**config.mk**
```make
export PLATFORM = sky130hd
export DESIGN_NAME = piecewise_bezier_curve_eval
export DESIGN_NICKNAME = d
export VERILOG_FILES = /design/src/pbce_pkg.sv /design/src/piecewise_bezier_curve_eval.sv
export SDC_FILE = /design/constraint.sdc
export NUM_CORES = 2
export LEC_CHECK = 0
export BUFFER_PORTS_ARGS = -buffer_cell sky130_fd_sc_hd__buf_4
export CAP_MARGIN = 10
export CORE_ASPECT_RATIO = 1.25
export CORE_UTILIZATION = 25
export CTS_CLUSTER_DIAMETER = 30
export DETAILED_ROUTE_END_ITERATION = 10
export GPL_ROUTABILITY_DRIVEN = 0
export GPL_TIMING_DRIVEN = 1
export PLACE_DENSITY = 0.44
export SLEW_MARGIN = 0
export SYNTH_ARGS = -nofsm -noshare
export SYNTH_HDL_FRONTEND = slang
export SYNTH_SLANG_ARGS = --single-unit
```
**constraint.sdc**
```tcl
create_clock -name clk -period 8.9 [get_ports clk]
set_input_delay 0.89 -clock clk [delete_from_list [all_inputs] [get_ports clk]]
set_output_delay 0.89 -clock clk [all_outputs]
set_load 0.01 [all_outputs]
```
**src/pbce_pkg.sv**
```systemverilog
// shared types and constants for the piecewise bezier curve evaluator
// no dependencies; used by the top level and its checker

package pbce_pkg;

  // fixed field widths
  localparam int VALUE_BITS   = 16;
  localparam int COUNT_BITS   = 5;
  localparam int INDEX_BITS   = 4;
  localparam int MAX_KNOTS_DEF = 16;

  // t limits in q4.16
  localparam int T_ONE = 65536;
  localparam int T_MAX = 524287;
  localparam int T_MIN_MAG = 524288;

  // request codes
  localparam logic REQ_WRITE = 1'b0;
  localparam logic REQ_EVAL  = 1'b1;

  // one table entry
  typedef struct packed {
    logic signed [VALUE_BITS-1:0] x;
    logic signed [VALUE_BITS-1:0] y;
    logic signed [VALUE_BITS-1:0] h;
  } knot_t;

endpackage

```
**src/piecewise_bezier_curve_eval.sv**
```systemverilog
// piecewise cubic bezier curve evaluator, top level
// depends on pbce_pkg
//
// usage: the input channel (in_valid/in_ready) carries one word per request.
// req_type write stores knot_x, knot_y, handle_y at knot_index; req_type eval
// evaluates the curve at query_x. every request returns exactly one word on
// the output channel (out_valid/out_ready); writes return zeros.
// knot_count is to be set by the user through cfg_we/cfg_data only while the
// block is idle; the block does not enforce this. a write goes from idle
// straight to the done state. an evaluation scans the knot table through the
// single memory read port, one entry a cycle, then runs a 32-step restoring
// divider for t and 16 steps of one shared multiplier for the bernstein
// weights and the weighted sum; a zero-width segment skips both.
// one request is in flight at a time; in_ready is high only when idle.
// the result sits in an output register, so a stalled receiver only holds the
// next result back; the block holds it until out_ready.
// reset clears control state and sets knot_count to 2; table contents are
// undefined until written.

module piecewise_bezier_curve_eval import pbce_pkg::*; #(
  parameter int MAX_KNOTS = MAX_KNOTS_DEF
) (
  input  logic                         clk,
  input  logic                         rst,
  input  logic                         cfg_we,
  input  logic [COUNT_BITS-1:0]        cfg_data,
  input  logic                         in_valid,
  output logic                         in_ready,
  input  logic                         req_type,
  input  logic [INDEX_BITS-1:0]        knot_index,
  input  logic signed [VALUE_BITS-1:0] knot_x,
  input  logic signed [VALUE_BITS-1:0] knot_y,
  input  logic signed [VALUE_BITS-1:0] handle_y,
  input  logic signed [VALUE_BITS-1:0] query_x,
  output logic                         out_valid,
  input  logic                         out_ready,
  output logic signed [VALUE_BITS-1:0] curve_value,
  output logic                         saturated,
  output logic                         zero_width_error
);

  localparam int IW = (MAX_KNOTS > 2) ? $clog2(MAX_KNOTS) : 1;
  localparam int CW = $clog2(MAX_KNOTS + 1);

  localparam logic [2:0] S_IDLE  = 3'd0;
  localparam logic [2:0] S_SCAN  = 3'd1;
  localparam logic [2:0] S_SETUP = 3'd2;
  localparam logic [2:0] S_DIV   = 3'd3;
  localparam logic [2:0] S_PREP  = 3'd4;
  localparam logic [2:0] S_MUL   = 3'd5;
  localparam logic [2:0] S_FIN   = 3'd6;
  localparam logic [2:0] S_DONE  = 3'd7;

  logic [2:0]            state;
  logic [COUNT_BITS-1:0] knot_count;

  // knot table
  knot_t                 mem [MAX_KNOTS];
  knot_t                 rd_data;
  logic                  mem_we;
  logic [IW-1:0]         scan_addr;
  logic                  issue_on;
  logic                  data_ok;
  logic [IW-1:0]         data_idx;

  // segment search
  logic signed [VALUE_BITS-1:0] q_r;
  knot_t                 prev_k, e0_k, e1_k, lo_k, hi_k;
  logic [CW-1:0]         n_eff;
  logic [IW-1:0]         n_last;

  // divider
  logic [31:0]           dvd;
  logic [15:0]           dvs;
  logic [15:0]           rem;
  logic [4:0]            div_cnt;
  logic                  neg;
  logic [16:0]           rem_s;

  // bernstein datapath
  logic signed [20:0]    t_r, u_r;
  logic signed [22:0]    t3, u3;
  logic signed [41:0]    a_r, b_r, c_r;
  logic signed [55:0]    hi_p;
  logic signed [31:0]    w0, w1, w2, w3;
  logic signed [49:0]    acc;
  logic signed [17:0]    m_r;
  logic [3:0]            step;
  logic signed [32:0]    mul_a;
  logic signed [22:0]    mul_b;
  logic signed [55:0]    prod;
  logic signed [63:0]    wsum;

  // result holding
  logic signed [VALUE_BITS-1:0] res_val;
  logic                  res_sat, res_zerr;

  // setup arithmetic
  logic signed [16:0]    dx, diff;
  logic [16:0]           dx_abs, diff_abs;
  logic [31:0]           qmag;
  logic                  t_big;
  logic signed [20:0]    t_new;
  logic signed [21:0]    u_wide;
  logic signed [33:0]    r_full;

  assign in_ready = (state == S_IDLE);
  assign mem_we   = in_valid && in_ready && (req_type == REQ_WRITE)
                    && (32'(knot_index) < MAX_KNOTS);

  // clamp knot_count to at least 2 and at most the table size
  always_comb begin
    if (knot_count < COUNT_BITS'(2)) begin
      n_eff = CW'(2);
    end else if (32'(knot_count) > MAX_KNOTS) begin
      n_eff = CW'(MAX_KNOTS);
    end else begin
      n_eff = CW'(knot_count);
    end
    n_last = IW'(n_eff - CW'(1));
  end

  // table memory, one write and one registered read port
  always_ff @(posedge clk) begin
    if (mem_we) begin
      mem[IW'(knot_index)] <= '{x: knot_x, y: knot_y, h: handle_y};
    end
    rd_data <= mem[scan_addr];
  end

  // configuration register
  always_ff @(posedge clk) begin
    if (rst) begin
      knot_count <= COUNT_BITS'(2);
    end else if (cfg_we) begin
      knot_count <= cfg_data;
    end
  end

  // segment width and offset, and the divider's shifted remainder
  always_comb begin
    dx       = {hi_k.x[15], hi_k.x} - {lo_k.x[15], lo_k.x};
    diff     = {q_r[15], q_r} - {lo_k.x[15], lo_k.x};
    dx_abs   = dx[16] ? -dx : dx;
    diff_abs = diff[16] ? -diff : diff;
    rem_s    = {rem, dvd[31]};
  end

  // clamp quotient to q4.16 t and form u = 1 - t
  always_comb begin
    qmag  = dvd;
    t_big = neg ? (qmag > 32'(T_MIN_MAG)) : (qmag > 32'(T_MAX));
    if (t_big) begin
      t_new = neg ? -21'sd524288 : 21'sd524287;
    end else begin
      t_new = neg ? -$signed(qmag[20:0]) : $signed(qmag[20:0]);
    end
    u_wide = 22'sd65536 - {t_new[20], t_new};
  end

  assign t3 = {{2{t_r[20]}}, t_r} + {t_r[20], t_r, 1'b0};
  assign u3 = {{2{u_r[20]}}, u_r} + {u_r[20], u_r, 1'b0};

  // multiplier operand schedule
  always_comb begin
    case (step)
      4'd0:  begin mul_a = 33'(u_r); mul_b = 23'(u_r); end
      4'd1:  begin mul_a = 33'(u_r); mul_b = 23'(t_r); end
      4'd2:  begin mul_a = 33'(t_r); mul_b = 23'(t_r); end
      4'd3:  begin mul_a = 33'(a_r[41:21]); mul_b = 23'(u_r); end
      4'd4:  begin mul_a = {12'd0, a_r[20:0]}; mul_b = 23'(u_r); end
      4'd5:  begin mul_a = 33'($signed(b_r[41:21])); mul_b = u3; end
      4'd6:  begin mul_a = {12'd0, b_r[20:0]}; mul_b = u3; end
      4'd7:  begin mul_a = 33'($signed(b_r[41:21])); mul_b = t3; end
      4'd8:  begin mul_a = {12'd0, b_r[20:0]}; mul_b = t3; end
      4'd9:  begin mul_a = 33'(c_r[41:21]); mul_b = 23'(t_r); end
      4'd10: begin mul_a = {12'd0, c_r[20:0]}; mul_b = 23'(t_r); end
      4'd11: begin mul_a = 33'(w0); mul_b = 23'(lo_k.y); end
      4'd12: begin mul_a = 33'(w1); mul_b = 23'(lo_k.h); end
      4'd13: begin mul_a = 33'(w2); mul_b = 23'(m_r); end
      4'd14: begin mul_a = 33'(w3); mul_b = 23'(hi_k.y); end
      default: begin mul_a = '0; mul_b = '0; end
    endcase
  end

  // joins high and low partial products of a weight
  assign wsum   = {hi_p[42:0], 21'd0} + {{8{prod[55]}}, prod};
  assign r_full = acc[49:16];

  always_ff @(posedge clk) begin
    prod <= mul_a * mul_b;
  end

  // control sequencer
  always_ff @(posedge clk) begin
    if (rst) begin
      state     <= S_IDLE;
      out_valid <= 1'b0;
      issue_on  <= 1'b0;
      data_ok   <= 1'b0;
    end else begin
      if (out_valid && out_ready && (state != S_DONE)) begin
        out_valid <= 1'b0;
      end
      unique case (state)
        S_IDLE: begin
          if (in_valid) begin
            q_r       <= query_x;
            scan_addr <= '0;
            issue_on  <= 1'b1;
            data_ok   <= 1'b0;
            res_val   <= '0;
            res_sat   <= 1'b0;
            res_zerr  <= 1'b0;
            state     <= (req_type == REQ_EVAL) ? S_SCAN : S_DONE;
          end
        end
        S_SCAN: begin
          // issue reads
          data_ok  <= issue_on;
          data_idx <= scan_addr;
          if (issue_on) begin
            if (scan_addr == n_last) begin
              issue_on <= 1'b0;
            end else begin
              scan_addr <= scan_addr + IW'(1);
            end
          end
          // check returned entry against the previous one
          if (data_ok) begin
            prev_k <= rd_data;
            if (data_idx == '0) begin
              e0_k <= rd_data;
            end
            if (data_idx == IW'(1)) begin
              e1_k <= rd_data;
            end
            if (data_idx != '0) begin
              if (prev_k.x <= q_r && q_r < rd_data.x) begin
                lo_k  <= prev_k;
                hi_k  <= rd_data;
                state <= S_SETUP;
              end else if (data_idx == n_last) begin
                if (q_r >= rd_data.x) begin
                  lo_k <= prev_k;
                  hi_k <= rd_data;
                end else begin
                  lo_k <= e0_k;
                  hi_k <= (data_idx == IW'(1)) ? rd_data : e1_k;
                end
                state <= S_SETUP;
              end
            end
          end
        end
        S_SETUP: begin
          issue_on <= 1'b0;
          data_ok  <= 1'b0;
          m_r      <= {hi_k.y[15], hi_k.y, 1'b0} - {{2{hi_k.h[15]}}, hi_k.h};
          if (dx == '0) begin
            res_val  <= lo_k.y;
            res_zerr <= 1'b1;
            state    <= S_DONE;
          end else begin
            dvs     <= dx_abs[15:0];
            dvd     <= {diff_abs[15:0], 16'd0};
            rem     <= '0;
            neg     <= diff[16] ^ dx[16];
            div_cnt <= '0;
            state   <= S_DIV;
          end
        end
        S_DIV: begin
          // one quotient bit a cycle
          if (rem_s >= {1'b0, dvs}) begin
            rem <= 16'(rem_s - {1'b0, dvs});
            dvd <= {dvd[30:0], 1'b1};
          end else begin
            rem <= rem_s[15:0];
            dvd <= {dvd[30:0], 1'b0};
          end
          div_cnt <= div_cnt + 5'd1;
          if (div_cnt == 5'd31) begin
            state <= S_PREP;
          end
        end
        S_PREP: begin
          t_r     <= t_new;
          u_r     <= u_wide[20:0];
          res_sat <= t_big;
          step    <= '0;
          state   <= S_MUL;
        end
        S_MUL: begin
          step <= step + 4'd1;
          case (step)
            4'd1:  a_r  <= prod[41:0];
            4'd2:  b_r  <= prod[41:0];
            4'd3:  c_r  <= prod[41:0];
            4'd4:  hi_p <= prod;
            4'd5:  w0   <= wsum[63:32];
            4'd6:  hi_p <= prod;
            4'd7:  w1   <= wsum[63:32];
            4'd8:  hi_p <= prod;
            4'd9:  w2   <= wsum[63:32];
            4'd10: hi_p <= prod;
            4'd11: w3   <= wsum[63:32];
            4'd12: acc  <= prod[49:0];
            4'd13: acc  <= acc + prod[49:0];
            4'd14: acc  <= acc + prod[49:0];
            4'd15: begin
              acc   <= acc + prod[49:0];
              state <= S_FIN;
            end
            default: ;
          endcase
        end
        S_FIN: begin
          // floor by 16 bits and clamp
          if (r_full > 34'sd32767) begin
            res_val <= 16'sd32767;
            res_sat <= 1'b1;
          end else if (r_full < -34'sd32768) begin
            res_val <= -16'sd32768;
            res_sat <= 1'b1;
          end else begin
            res_val <= r_full[15:0];
          end
          state <= S_DONE;
        end
        S_DONE: begin
          if (!out_valid || out_ready) begin
            curve_value      <= res_val;
            saturated        <= res_sat;
            zero_width_error <= res_zerr;
            out_valid        <= 1'b1;
            state            <= S_IDLE;
          end
        end
        default: state <= S_IDLE;
      endcase
    end
  end

endmodule

```
Word level (Yosys, flattened, before mapping):

Memories as Yosys holds them, arrays and structs flattened. A register that Yosys moved wholly into a read port is not among the register bits.
Index checks and enable logic that the tools add are counted.

* register bits: 848
* bits in latches: 0
* bits in writable memories: 768
* ROM bits: 0
* input port bits: 79
* output and inout port bits: 20
* word-level logic and storage cells: 238
* memories: 1

* add/sub/neg operators: 16
* multiply operators: 1
* div/mod/pow operators: 0
* order comparisons: 10
* eq/ne operators: 39
* shifts and indexed selects: 0
* muxes and demuxes: 63
* bitwise logic cells: 4
* reduce and logical (&&, ||, !) cells: 56

Memories
* mem: words 16, width 48, read ports 1, clocked after memory_dff 1, write ports 1, line piecewise_bezier_curve_eval.sv:58 `knot_t mem [MAX_KNOTS];`

Operators with widths (count)
* $pmux 33 s12: 1
* $mux 48: 7
* $pmux 23 s8: 1
* $mux 16: 8
* $pmux 50 s2: 1
* $add 64x64->64: 1
* $pmux 32 s2: 1
* $mux 21: 3
* $mul 33x23->56: 1
* $add 50x50->50: 1
* $pmux 16 s3: 1
* $add 21x22->23: 2
* $reduce_and 3->1: 14
* $gt 34x16->1 const B: 1
* $lt 34x16->1 const B: 1
* $sub 16x16->17: 2
* $eq 4x4->1 const B: 8
* $gt 32x19->1 const B: 1
* $gt 32x20->1 const B: 1
* $mux 32: 1
* $neg 16->16: 2
* $pmux 16 s2: 1
* $mux 3: 10
* $pmux 3 s8: 1
* other kinds (48): 118

Longest topological paths before layout:

* word-level depth: 10
* depth in mapped cells: 39
* mapped depth without buffers: 38

Worst setup path before layout:

OpenSTA, ideal clock, no wires.

* kind: register to register
* from: reg q_r[1]
* to: reg hi_k[0] (netlist bit) (enable)
* setup time: 688 ps
* arrival time: 8932 ps
* required time: 8212 ps
* path slack: -719 ps
* stages on the path, launching flop included: 12
* path buffers: 0
* period minus slack after synthesis: 9619 ps
* cells stage by stage: edfxtp_1 > inv_1 > ha_1 > nor2b_1 > o21a_1 > o21a_1 > o21ai_0 > a21oi_1 > or3_1 > o211ai_1 > a21oi_1 > nor3b_1

* longest elaborated chain between the ends: 4
* elaborated cells on any way between the ends: 5
* classes of those cells: order compare (2); reduce/logical (3)

Ends and longest elaborated chain
* start, declared: line piecewise_bezier_curve_eval.sv:67 `logic signed [VALUE_BITS-1:0] q_r;`
* start signal, assigned: line piecewise_bezier_curve_eval.sv:208 `q_r <= query_x;`
* $le 16x16->1 or $lt 16x16->1 (tied branches): line piecewise_bezier_curve_eval.sv:239 `if (prev_k.x <= q_r && q_r < rd_data.x) begin`
* $logic_and 1x1->1 (*): line piecewise_bezier_curve_eval.sv:239
* $reduce_bool 2->1 (no source line) (*)
* $reduce_and 5->1 (no source line) (*)
* end signal, assigned: line piecewise_bezier_curve_eval.sv:241 `hi_k <= rd_data;`
* end signal, assigned: line piecewise_bezier_curve_eval.sv:246 `hi_k <= rd_data;`
* end signal, assigned: line piecewise_bezier_curve_eval.sv:249 `hi_k <= (data_idx == IW'(1)) ? rd_data : e1_k;`
* end, declared: line piecewise_bezier_curve_eval.sv:68 `knot_t prev_k, e0_k, e1_k, lo_k, hi_k;`

Mark *: on every way between the ends. The rest lies on a longest branch, timed or not.
A chain may end at the register's enable or synchronous reset.

Worst setup path after layout:

* from: reg t_r[1]
* to: reg prod[55]

* longest elaborated chain between the ends: 3
* elaborated cells on any way between the ends: 4
* classes of those cells: add/sub (1); mul (1); mux (2)

Ends and longest elaborated chain
* start, declared: line piecewise_bezier_curve_eval.sv:81 `logic signed [20:0] t_r, u_r;`
* start signal, assigned: line piecewise_bezier_curve_eval.sv:288 `t_r <= t_new;`
* $add 21x22->23: line piecewise_bezier_curve_eval.sv:161 `assign t3 = {{2{t_r[20]}}, t_r} + {t_r[20], t_r, 1'b0};`
* $pmux 23 s8: line piecewise_bezier_curve_eval.sv:166 `case (step)`
* $mul 33x23->56 (*): line piecewise_bezier_curve_eval.sv:191 `prod <= mul_a * mul_b;`
* end signal, assigned: line piecewise_bezier_curve_eval.sv:191
* end, declared: line piecewise_bezier_curve_eval.sv:91 `logic signed [55:0] prod;`

Marks and branches as above.

==> metrics.md <==
| Metric | Value |
|---|---|
| Status | `complete, but fails checks` |
| Failing checks | `negative setup slack` |
| Initial antenna violation count | `28` |
| Global-route wire length before repair | `roughly 460 mm` |
| Worst R2R Setup Slack | `-0.54 ns` |
| Synth warnings | `0` |
| Drt wl/cell | `approximately 22 um` |
| CTS Root Cell | `clkbuf_16` |
| Largest net degree at the start of global routing | `137` |
| Crit. End Element | `flip-flop` |
| Max Freq | `106.0 MHz` |
| DRC viols | `0` |
| Grt ovf | `0` |
| Slew headroom | `0.2073` |
| Ratio of cells with drive above 1 in the final layout | `0.2462` |
| I/O pin count | `99` |
| Yosys reg bits | `around 1700` |
| Number of synthesized flops with an enable pin | `1548` |
| Syn nets | `roughly 9000` |
| Post-Synthesis Cells | `between 7000 and 8000` |
| Vias in the first global route | `around 70000` |
| Dpl cells | `between 10000 and 15000` |
| Startpoint of the worst-slack reg-to-reg timing path | `t_r[1]$_DFFE_PP_` |
| Total Wirelength | `313.0 mm` |
| Pre-CTS setup slack | `-1.180 ns` |
| HPWL after detailed placement | `~230 mm` |
| Grt met3 use | `0.02141` |
| GR peak layer | `met2` |
| Fin Clk Skew | `0.1331 ns` |
| Top_reg_cell synth | `edfxtp_1` |
| Met2 Usage GRT | `0.2807` |
| Crit Path Class | `reg -> reg` |
| Tmin final | `between 9 and 10 ns` |
| Worst Max-Slew Pin Slew | `~1.2 ns` |
| CP arrival | `slightly above 10 ns` |
| Core box area | `approximately 390000 sq um` |
| Non-Filler Cell Area, Final | `125300 sq um` |
| Setup_tns | `-6.799 ns` |
| Area Overhead vs Synth | `26.56%` |
| Fillers | `slightly below 40000` |
| Post-route ant nets | `0` |
| Die Height | `around 710 um` |
| Most used cell, CP | `fa_1` |
| Syn avg cell area | `between 10 and 15 sq um` |
| Hold_sp | `query_x[10]` |
| Die width | `564.8 um` |
| Fin crit share | `1.060` |
| CP startpoint kind | `flip-flop` |
| CTS Buf Count | `between 300 and 400` |
| Critical path required time | `between 9 and 10 ns` |
| Finished Layout Cells | `around 14000` |
| Total die area | `around 400000 sq um` |
| Fin nets | `approximately 9800` |
| Crit-path max cell delay | `between 0.6 and 0.7 ns` |
| Dpl cell area | `about 110000 sq um` |
| Part of the Yosys area used for sequential elements | `0.4929` |
| Worst Slack Setup Final | `-0.5354 ns` |
| Clock sinks | `1663` |
| Fin. Hold Viols | `0` |
| Clock Pin Slew Worst Setup and Hold Paths | `0.05 ns` |
| GRT Util Overall | `0.1559` |
| Hold Path Class | `in -> reg` |
| MaxCap Viol Count | `0` |
| Met1 global-route usage | `0.1853` |
| DR vias | `approximately 65000` |
| Final setup viols | `25` |
| Worst Setup SP | `t_r[1]$_DFFE_PP_` |
| Worst skew pair latency | `just over 0.9 ns` |
| Fin. max-slew vios | `0` |
| Crit-path slowest cell | `fa_2` |
| Port bufs | `roughly 100` |
| Post-synthesis cell area | `between 90000 and 100000 sq um` |
| CTS tree | `done` |
| RSZ-0062 raised after global routing | `yes` |
| FP Rows | `roughly 260` |
| Worst-path fanout max | `3` |
| Initial Util | `0.2509` |
| Yosys cell types | `98` |
| Iteration-0 DRC Markers | `between 4000 and 5000` |
| Pre-Repair DR Iteration Count | `6` |
| H-tree Lvls | `5` |
| Ys async rst share | `0` |
| Vias per cell | `roughly 4.6` |
| Clock Tree Buf Depth | `4` |
==> through the flow <==
stage | hold slack, ns | util
after floorplan | 0.4003 | -
after global placement | 0.4048 | 0.2839
after detailed placement | 0.4104 | 0.2839
after CTS | 0.07065 | 0.3147
after global routing | 0.09696 | 0.3175
final | 0.1559 | 0.3176
==> sequential cells by signal, summed over array words and instances, names as in the netlist, 42 cells and up <==
| signal | cells |
|---|---|
| e0_k | 48 |
| hi_k | 48 |
| hi_p | 43 |
| mem | 768 |
| b_r | 42 |
| prod | 56 |
| rd_data | 48 |
| e1_k | 48 |
| a_r | 42 |
| lo_k | 48 |
| acc | 50 |
| prev_k | 48 |
| c_r | 42 |
==> worst max-delay path: cells and delay by family, from the launching register on <==
kind | cells | cell delay (ns)
xor gates and xnor gates | 2 | 0.32
DFF | 1 | 0.43
adders and majority gates | 9 | 4.18
AOI/OAI and AO/OA | 12 | 2.51
and+or+nand+nor | 6 | 0.71
buffers and inverters | 9 | 1.15
==> logic make-up after synthesis <==
kind of cell / count (synthesis) / synth area share
compound gates: 1117 / 0.07774
simple gates: 1704 / 0.07990
flops: 1663 / 0.4929
fa+ha+maj: 1154 / 0.2042
mux: 398 / 0.07226
buf+inv: 1319 / 0.05023
xor+xnor: 258 / 0.02283
==> final cells by class <==
| cell class | count | area [sq um] | area share |
|---|---|---|---|
| clock inverter | 214 | 2472 | 0.01974 |
| antenna | 26 | 65.06 | 0.0005194 |
| tap | 5200 | 6506 | 0.05194 |
| clock buffer | 351 | 8185 | 0.06534 |
| multi-input combinational | 4631 | 46950 | 0.3748 |
| timing repair buffer | 970 | 8546 | 0.06822 |
| inverter | 1002 | 3764 | 0.03004 |
| sequential | 1663 | 48790 | 0.3894 |
==> worst paths after layout <==
| check | to | cells past startpoint |
|---|---|---|
| max | prod[55]$_DFF_P_ | 38 |
| max reg2reg | prod[55]$_DFF_P_ | 38 |
| min reg2reg | e0_k[10]$_DFFE_PP_ | 0 |
| min | q_r[10]$_DFFE_PP_ | 1 |
==> Yosys cell counts, types with 29 or more instances <==
library cell | number | area share
edfxtp_1 | 1548 | 0.47
inv_1 | 1000 | 0.038
fa_1 | 769 | 0.16
nand2_1 | 692 | 0.026
nor2_1 | 388 | 0.015
ha_1 | 385 | 0.049
clkbuf_1 | 275 | 0.010
a21oi_1 | 243 | 0.012
mux4_2 | 240 | 0.055
o21ai_0 | 210 | 0.011
xnor2_1 | 164 | 0.015
mux2_2 | 132 | 0.015
a21o_1 | 118 | 0.0089
dfxtp_1 | 115 | 0.023
nor2b_1 | 113 | 0.0071
and2_1 | 95 | 0.0060
xor2_1 | 94 | 0.0083
nand3_1 | 82 | 0.0041
nor3_1 | 70 | 0.0035
nand2b_1 | 65 | 0.0041
a22oi_1 | 56 | 0.0042
and3_1 | 48 | 0.0030
a222oi_1 | 45 | 0.0046
a31oi_1 | 40 | 0.0025
o21a_1 | 40 | 0.0030
a22o_1 | 37 | 0.0033
buf_1 | 35 | 0.0013
a221oi_1 | 33 | 0.0029
a211oi_1 | 31 | 0.0024
nand4_1 | 30 | 0.0019
a221o_1 | 29 | 0.0029
==> cells in the final DEF (no fill, tap or decap), drive strengths merged, types with 115 or more instances in the layout <==
| cell type | n |
|---|---|
| buf | 967 |
| ha | 385 |
| nand2 | 692 |
| inv | 1041 |
| nor2 | 388 |
| o21ai | 217 |
| dfxtp | 115 |
| fa | 769 |
| a21oi | 244 |
| mux2 | 133 |
| clkbuf | 353 |
| mux4 | 240 |
| a21o | 118 |
| edfxtp | 1548 |
| xnor2 | 164 |
==> layer usage <==
metal  wire [um]  vias to the layer above
met4       13830                       12
li1            -                    28970
met3       14200                      501
met1      123300                    33880
met5          94                        -
met2      161600                     1591
==> timing repair <==
item / CTS / global route
setup buffers: 60 / 43
endpoints found under the setup margin: 37 / 35
resized for setup: 204 / 167
cloned: 3 / 1
hold buffers: 0 / 0
pin swaps: 105 / 131
Power is left out: the tool's default activity adds up to more than one toggle a clock period on the data nets, which glitch-free logic cannot reach.
